**src/rtl/tbafb_pkg.sv**
```systemverilog
package tbafb_pkg;

    localparam int SampleBits   = 16;
    localparam int CoefFracBits = 16;
    localparam int NumPhases    = 3;
    localparam int NumSteps     = 4;
    localparam int NumTaps      = 4;
    localparam int HistLen      = 15;
    localparam int WinLen       = HistLen + 1;
    localparam int CoefBits     = CoefFracBits + 2;
    localparam int ProdBits     = SampleBits + CoefBits;
    localparam int FirBits      = ProdBits + 2;
    localparam int FhBits       = FirBits - CoefFracBits;
    localparam int WProdBits    = FirBits + CoefBits;
    localparam int AccBits      = WProdBits + 5;
    localparam int StepCntBits  = 2;
    localparam int NumTapRows   = NumPhases * NumSteps;
    localparam int TapTableBits = NumTapRows * NumTaps * CoefBits;

    typedef logic signed [SampleBits-1:0] t_sample;
    typedef logic signed [CoefBits-1:0]   t_coef;
    typedef logic signed [AccBits-1:0]    t_acc;

    // Weight kinds: zero, plus or minus one, two, or the square root of three.
    typedef enum logic [2:0] {
        W_ZERO, W_P1, W_M1, W_P2, W_M2, W_PR3, W_MR3
    } t_wkind;

    // Taps in units of 1e-8, row k = phase + 3 * step.
    function automatic logic signed [31:0] tap_units(input logic [3:0] k,
                                                     input logic [1:0] t);
        logic signed [31:0] row [0:3];
        begin
            case (k)
                4'd0:  row = '{-32'sd47749, -32'sd496888, 32'sd16547118, 32'sd425496};
                4'd1:  row = '{-32'sd173287, -32'sd1585778, 32'sd14989004, 32'sd994113};
                4'd2:  row = '{-32'sd304815, -32'sd2536082, 32'sd12154542, 32'sd1157993};
                4'd3:  row = '{-32'sd383509, -32'sd2982767, 32'sd8543175, 32'sd983212};
                4'd4:  row = '{-32'sd346946, -32'sd2587886, 32'sd4760441, 32'sd607594};
                4'd5:  row = '{-32'sd154717, -32'sd1136076, 32'sd1387458, 32'sd186353};
                4'd6:  row = '{32'sd186353, 32'sd1387458, -32'sd1136076, -32'sd154717};
                4'd7:  row = '{32'sd607594, 32'sd4760441, -32'sd2587886, -32'sd346946};
                4'd8:  row = '{32'sd983212, 32'sd8543175, -32'sd2982767, -32'sd383509};
                4'd9:  row = '{32'sd1157993, 32'sd12154542, -32'sd2536082, -32'sd304815};
                4'd10: row = '{32'sd994113, 32'sd14989004, -32'sd1585778, -32'sd173287};
                default: row = '{32'sd425496, 32'sd16547118, -32'sd496888, -32'sd47749};
            endcase
            tap_units = row[t];
        end
    endfunction

    // Tap quantized to Q.CoefFracBits, rounded half away from zero.
    function automatic t_coef tap_q(input logic [3:0] k, input logic [1:0] t);
        logic signed [31:0] u;
        longint mag;
        longint q;
        begin
            u   = tap_units(k, t);
            mag = (u < 0) ? -longint'(u) : longint'(u);
            q   = ((mag <<< CoefFracBits) + 64'sd50000000) / 64'sd100000000;
            tap_q = CoefBits'((u < 0) ? -q : q);
        end
    endfunction

    // All quantized taps packed into one constant, entry k * 4 + t.
    function automatic logic [TapTableBits-1:0] build_taps();
        logic [TapTableBits-1:0] v;
        begin
            v = '0;
            for (int k = 0; k < NumTapRows; k++) begin
                for (int t = 0; t < NumTaps; t++)
                    v[(k*NumTaps+t)*CoefBits +: CoefBits] = tap_q(4'(k), 2'(t));
            end
            build_taps = v;
        end
    endfunction

    localparam logic [TapTableBits-1:0] TapTable = build_taps();

    // Square root of three in Q.CoefFracBits, rounded to nearest.
    function automatic t_coef sqrt3_q();
        longint target;
        longint r;
        longint cand;
        begin
            target = 64'sd3 <<< (2 * CoefFracBits);
            r = 0;
            for (int i = CoefFracBits + 1; i >= 0; i--) begin
                cand = r + (64'sd1 <<< i);
                if (cand * cand <= target) r = cand;
            end
            if (target - r * r > r) r = r + 1;
            sqrt3_q = CoefBits'(r);
        end
    endfunction

    localparam t_coef Sqrt3 = sqrt3_q();

    // Modulation weight kind for index m mod 12.
    function automatic t_wkind wkind(input logic [5:0] m);
        logic [5:0] r;
        begin
            r = m;
            if (r >= 6'd48) r = r - 6'd48;
            if (r >= 6'd24) r = r - 6'd24;
            if (r >= 6'd12) r = r - 6'd12;
            case (r)
                6'd0:  wkind = W_P2;
                6'd1:  wkind = W_PR3;
                6'd2:  wkind = W_P1;
                6'd4:  wkind = W_M1;
                6'd5:  wkind = W_MR3;
                6'd6:  wkind = W_M2;
                6'd7:  wkind = W_MR3;
                6'd8:  wkind = W_M1;
                6'd10: wkind = W_P1;
                6'd11: wkind = W_PR3;
                default: wkind = W_ZERO;
            endcase
        end
    endfunction

endpackage

```
**src/rtl/tbafb_merge.sv**
```systemverilog
// Merge: sums the three exact lane partials per band, rounds once and
// saturates.
module tbafb_merge import tbafb_pkg::*; (
    input  t_acc    i_acc0 [NumPhases],
    input  t_acc    i_acc1 [NumPhases],
    input  t_acc    i_acc2 [NumPhases],
    output t_sample o_band [NumPhases]
);
    localparam logic signed [AccBits+1:0] MaxV = (AccBits+2)'((1 << (SampleBits-1)) - 1);
    localparam logic signed [AccBits+1:0] MinV = -(AccBits+2)'(1 << (SampleBits-1));
    localparam logic signed [AccBits+1:0] Half =
        (AccBits+2)'(64'sd1 <<< (2*CoefFracBits-1));

    logic signed [AccBits+1:0] w_sum, w_y;
    always_comb begin
        for (int b = 0; b < NumPhases; b++) begin
            w_sum = (AccBits+2)'(i_acc0[b]) + (AccBits+2)'(i_acc1[b])
                  + (AccBits+2)'(i_acc2[b]) + Half;
            w_y = w_sum >>> (2*CoefFracBits);
            if (w_y > MaxV) o_band[b] = t_sample'(MaxV);
            else if (w_y < MinV) o_band[b] = t_sample'(MinV);
            else o_band[b] = t_sample'(w_y);
        end
    end
endmodule

```
**config.mk**
```make
export PLATFORM = sky130hd
export DESIGN_NAME = tbafb_merge
export DESIGN_NICKNAME = d
export VERILOG_FILES = /design/src/rtl/tbafb_pkg.sv /design/src/rtl/tbafb_merge.sv
export SDC_FILE = /design/constraint.sdc
export NUM_CORES = 1
export LEC_CHECK = 0
export BUFFER_PORTS_ARGS = -buffer_cell sky130_fd_sc_hd__buf_2
export CORE_AREA = 2 2 222 224
export DETAILED_ROUTE_END_ITERATION = 8
export DIE_AREA = 0 0 224 226
export GPL_TIMING_DRIVEN = 0
export SLEW_MARGIN = 20
export SYNTH_ARGS = -nofsm -noshare
export SYNTH_HDL_FRONTEND = slang
export SYNTH_SLANG_ARGS = --single-unit
```
**constraint.sdc**
```tcl
create_clock -name vclk -period 7.3
set_input_delay 0.73 -clock vclk [all_inputs]
set_output_delay 0.73 -clock vclk [all_outputs]
set_load 0.005 [all_outputs]
```
== Yosys cells after proc, flatten, opt, wreduce, memory -nomap -nowiden ==
Index checks and enable logic that the tools add are counted.
Cells by class
  add/sub/neg operators: 9
  $lt $le $gt $ge: 6
  muxes and demuxes: 6
Operators with widths (count)
  $add A60 B59 Y61: 3
  $add A61 B33 Y61 const B: 3
  $add A59 B59 Y60: 3
  $mux W16: 6
  $gt A29 B16 Y1 const B: 3
  $lt A29 B16 Y1 const B: 3
Storage, ports and cells
  register bits: 0
  input bits: 531
  output and inout port bits: 48
  logic and storage cells: 21

== Logic depth before layout (Yosys ltp) ==
  depth in word-level cells: 6
  gate-level depth with buffers: 18
  depth with buffers taken out: 16

== Least setup slack after synthesis ==
No wires, ideal clock.
  path type: input to output
  from: input port i_acc0[47] (netlist name)
  to: output port o_band[10] (netlist name)
  data arrival time: 4581 ps
  data required time: 6570 ps
  setup slack: 1989 ps
  stages: 17
  buffers on the path: 1
  path through: inv_1 -> fa_1 -> inv_1 -> ha_1 -> ha_1 -> a21o_1 -> a31oi_1 -> nor3_1 -> or3_1 -> a311o_1 -> a41o_1 -> a311o_1 -> xnor2_1 -> nor4_1 -> a31oi_2 -> buf_6 -> o21ai_2
RTL lines
  start: declaration: line tbafb_merge.sv:4  | input t_acc i_acc0 [NumPhases],
  end: declaration: line tbafb_merge.sv:7  | output t_sample o_band [NumPhases]

==> summary.txt <==
STA
  • Rel. slew slack: 42.0%
  • Part of the cycle the worst path needs: 89.2%
  • RSZ-0062 raised after global routing: false
  • # setup viols final: 0
  • Setup TNS: 0 ns
  • Worst Tran Pin Value: 0.864 ns
  • Minimum clock period: 6.51 ns
  • Worst hold slack: 2.36 ns
  • FMAX: 154 MHz
  • Final Max Tran Viols: 0
  • Fin. Hold Viols: 0

Worst setup path
  • WP data arrival: 5.78 ns
  • Setup crit start: i_acc0[33]
  • Max incr delay on CP: 0.60 ns
  • CP Max Fanout: 8
  • Nature of the critical path startpoint: input pin
  • Worst path required time: 6.57 ns
  • Worst path cell trace: buf_2 > inv_1 > fa_1 > inv_1 > ha_1 > ha_1 > clkbuf_1 > nand4_1 > nor4_1 > nand4_1 > o32ai_1 > o21bai_1 > nand2b_1 > a311o_1 > a21oi_2 > xnor2_1 > a31oi_2 > o21ai_0 > buf_2
  • Critical path type: input pin to primary output
  • Slowest cell on the critical path: o32ai_1
  • Setup crit end: o_band[3]
  • Setup crit end kind: primary output

Power and ir drop
  • VDD IR max: 0.0600 mV
  • Leakage power: 0.0130 µW
  • PwrDens: 172 mW/mm²

Synthesis
  • Area of the mapped netlist: 0.0184 mm²
  • Syn_area_per_cell: 7.14 µm²
  • Adder-Cell Fraction of Synth Area: 42.5%
  • Post-synthesis mux area share: 0.333%
  • Syn nets: 3,635
  • Yosys warning count: 0
  • Largest family of logic cells by synthesized area: adder cells
  • Synth Area in XOR/XNOR: 3.42%
  • Post-synthesis cell count: 2,582
  • Register area share after synthesis: 0%
  • Distinct cells, synth: 89
  • Simple-Gate Fraction of Synth Area: 13.9%
  • Synth Area in Compound Gates: 23.1%

Global route
  • Gr ovfl total: 0
  • First-pass GRT wire length: 93,500 µm
  • Initial antenna violation count: 10
  • Largest net degree at the start of global routing: 11
  • Number of global-route vias before repair: 19,600
  • Tot GR Track Use: 22.3%

Layout
  • Total number of sequential cells: 0
  • Ratio of cells with drive above 1 in the final layout: 20.7%
  • Most common cell after layout, fill and taps aside: inv_1
  • Clkbuf count: 0
  • Final nets: 4,216
  • Final core utilization: 45.7%
  • Final instance area: 0.0221 mm²
  • Area growth from synthesis to layout: 20.0%
  • Sequential cell area: 0 µm²
  • Most frequent cells in the layout: 752 x inv_1, 593 x buf_2, 348 x ha_1, 197 x a21oi_1, 174 x fa_1

Route
  • Wire per inst: 15.4 µm
  • Final routed DRC violation total: 0
  • Vias per cell: 5.07
  • Iter 0 DRT Violations: 958
  • First-pass DRT Iterations: 6
  • Detailed Route WL: 58,300 µm
  • Vias after detailed routing: 19,200
  • Post-route ant nets: 0

Floorplanning
  • # IOs: 579
  • Core area: 0.0483 mm²
  • Die area: 0.0506 mm²
  • Initial Util: 38.1%
  • Number of core rows: 81
  • Die width: 224 µm
  • Chip height: 226 µm

Place
  • RD Place Congestion: 0.908
  • Placed instance area: 0.0221 mm²
  • Port buffer count: 579
  • DP HPWL: 53,800 µm

Worst hold path
  • Worst hold path type: input pin to primary output

CTS
  • Hold-fix buffers, CTS: 0
  • Post-cts resize count: 0
  • Setup bufs post-CTS: 0

Run
  • Max Cap Violations: 0

Outcome
  • Status: finished clean
## Yosys cell counts, drive strengths merged (9+ instances only)
library cell / number / area share, %
o21ai: 176 / 5.2
buf: 21 / 0.73
o21a: 22 / 0.90
o21bai: 24 / 0.98
clkbuf: 33 / 0.68
nor3: 32 / 0.87
a21oi: 198 / 5.4
and2: 14 / 0.49
xor2: 26 / 1.2
nand4: 72 / 2.4
nor2b: 11 / 0.37
or3: 10 / 0.39
and3: 15 / 0.51
a211oi: 17 / 0.69
or2: 12 / 0.42
xnor2: 46 / 2.2
o31ai: 10 / 0.51
fa: 174 / 19
a221oi: 9 / 0.43
ha: 348 / 24
nand2: 156 / 3.2
nor2: 107 / 2.2
inv: 752 / 15
nand3: 42 / 1.1
nand2b: 13 / 0.44
o211ai: 23 / 0.94
a21o: 49 / 2.0
nor4: 15 / 0.54
a31oi: 28 / 0.98
## area by class of cell
cell class	count	area [µm²]
inverters	752	2820
plain buffers	54	259
multi-input cells	1776	15300
diodes	4	10.0
repair buffers	579	2900
well taps	622	778
fillers	5036	26200
## where the power goes
group / switching [µW] / leakage (µW) / internal [µW]
combinational: 2300 / 0.0130 / 1500
clock: 0 / 0.0000000254 / 0.0000736
sequential: 0 / 0 / 0
total: 2300 / 0.0130 / 1500
## stage by stage
| stage | std cells | worst slack, ns | power, µW |
|---|---|---|---|
| after detailed placement | 3783 | 0.750 | 3760 |
| after global routing | 3786 | 0.491 | 4270 |
| after global placement | 3783 | 0.786 | 3740 |
| after CTS | 3783 | 0.749 | 3790 |
| final | 3787 | 0.787 | 3800 |
| after floorplan | 2582 | 1.99 | 2610 |
## critical path: cells and delay by family
kind                     cells  cell delay [ns]
AND/OR/NAND/NOR              4             1.05
buffers and inverters        5             0.72
AO/OA/AOI/OAI                6             1.73
adder cells (fa/ha/maj)      3             1.10
XOR/XNOR                     1             0.45
## per-layer routing
metal | up-vias | GRT usage (%) | routed length, µm
li1 | 9737 | - | -
met1 | 8836 | 28.6 | 26000
met2 | 529 | 40.7 | 28400
met3 | 77 | 1.42 | 2490
met4 | 4 | 5.27 | 1500
met5 | - | 0 | 26
## logic make-up (layout without fill, tap and decap cells)
| kind of cell | Yosys count | in the layout |
|---|---|---|
| multiplexers | 6 | 6 |
| adder cells (fa/ha/maj) | 522 | 522 |
| buffers and inverters | 806 | 1385 |
| AO/OA/AOI/OAI | 658 | 658 |
| AND/OR/NAND/NOR | 518 | 518 |
| XOR/XNOR | 72 | 72 |
| other | 0 | 4 |
## worst min path at each step
stage,start,endpoint,cells past startpoint
after detailed placement,i_acc2[117],o_band[31],7
after global placement,i_acc2[117],o_band[31],7
after global routing,i_acc2[117],o_band[31],7
after CTS,i_acc2[117],o_band[31],7
after floorplan,i_acc2[176],o_band[47],4
final,i_acc2[117],o_band[31],7
No activity file was read; power rests on OpenSTA's default activity.
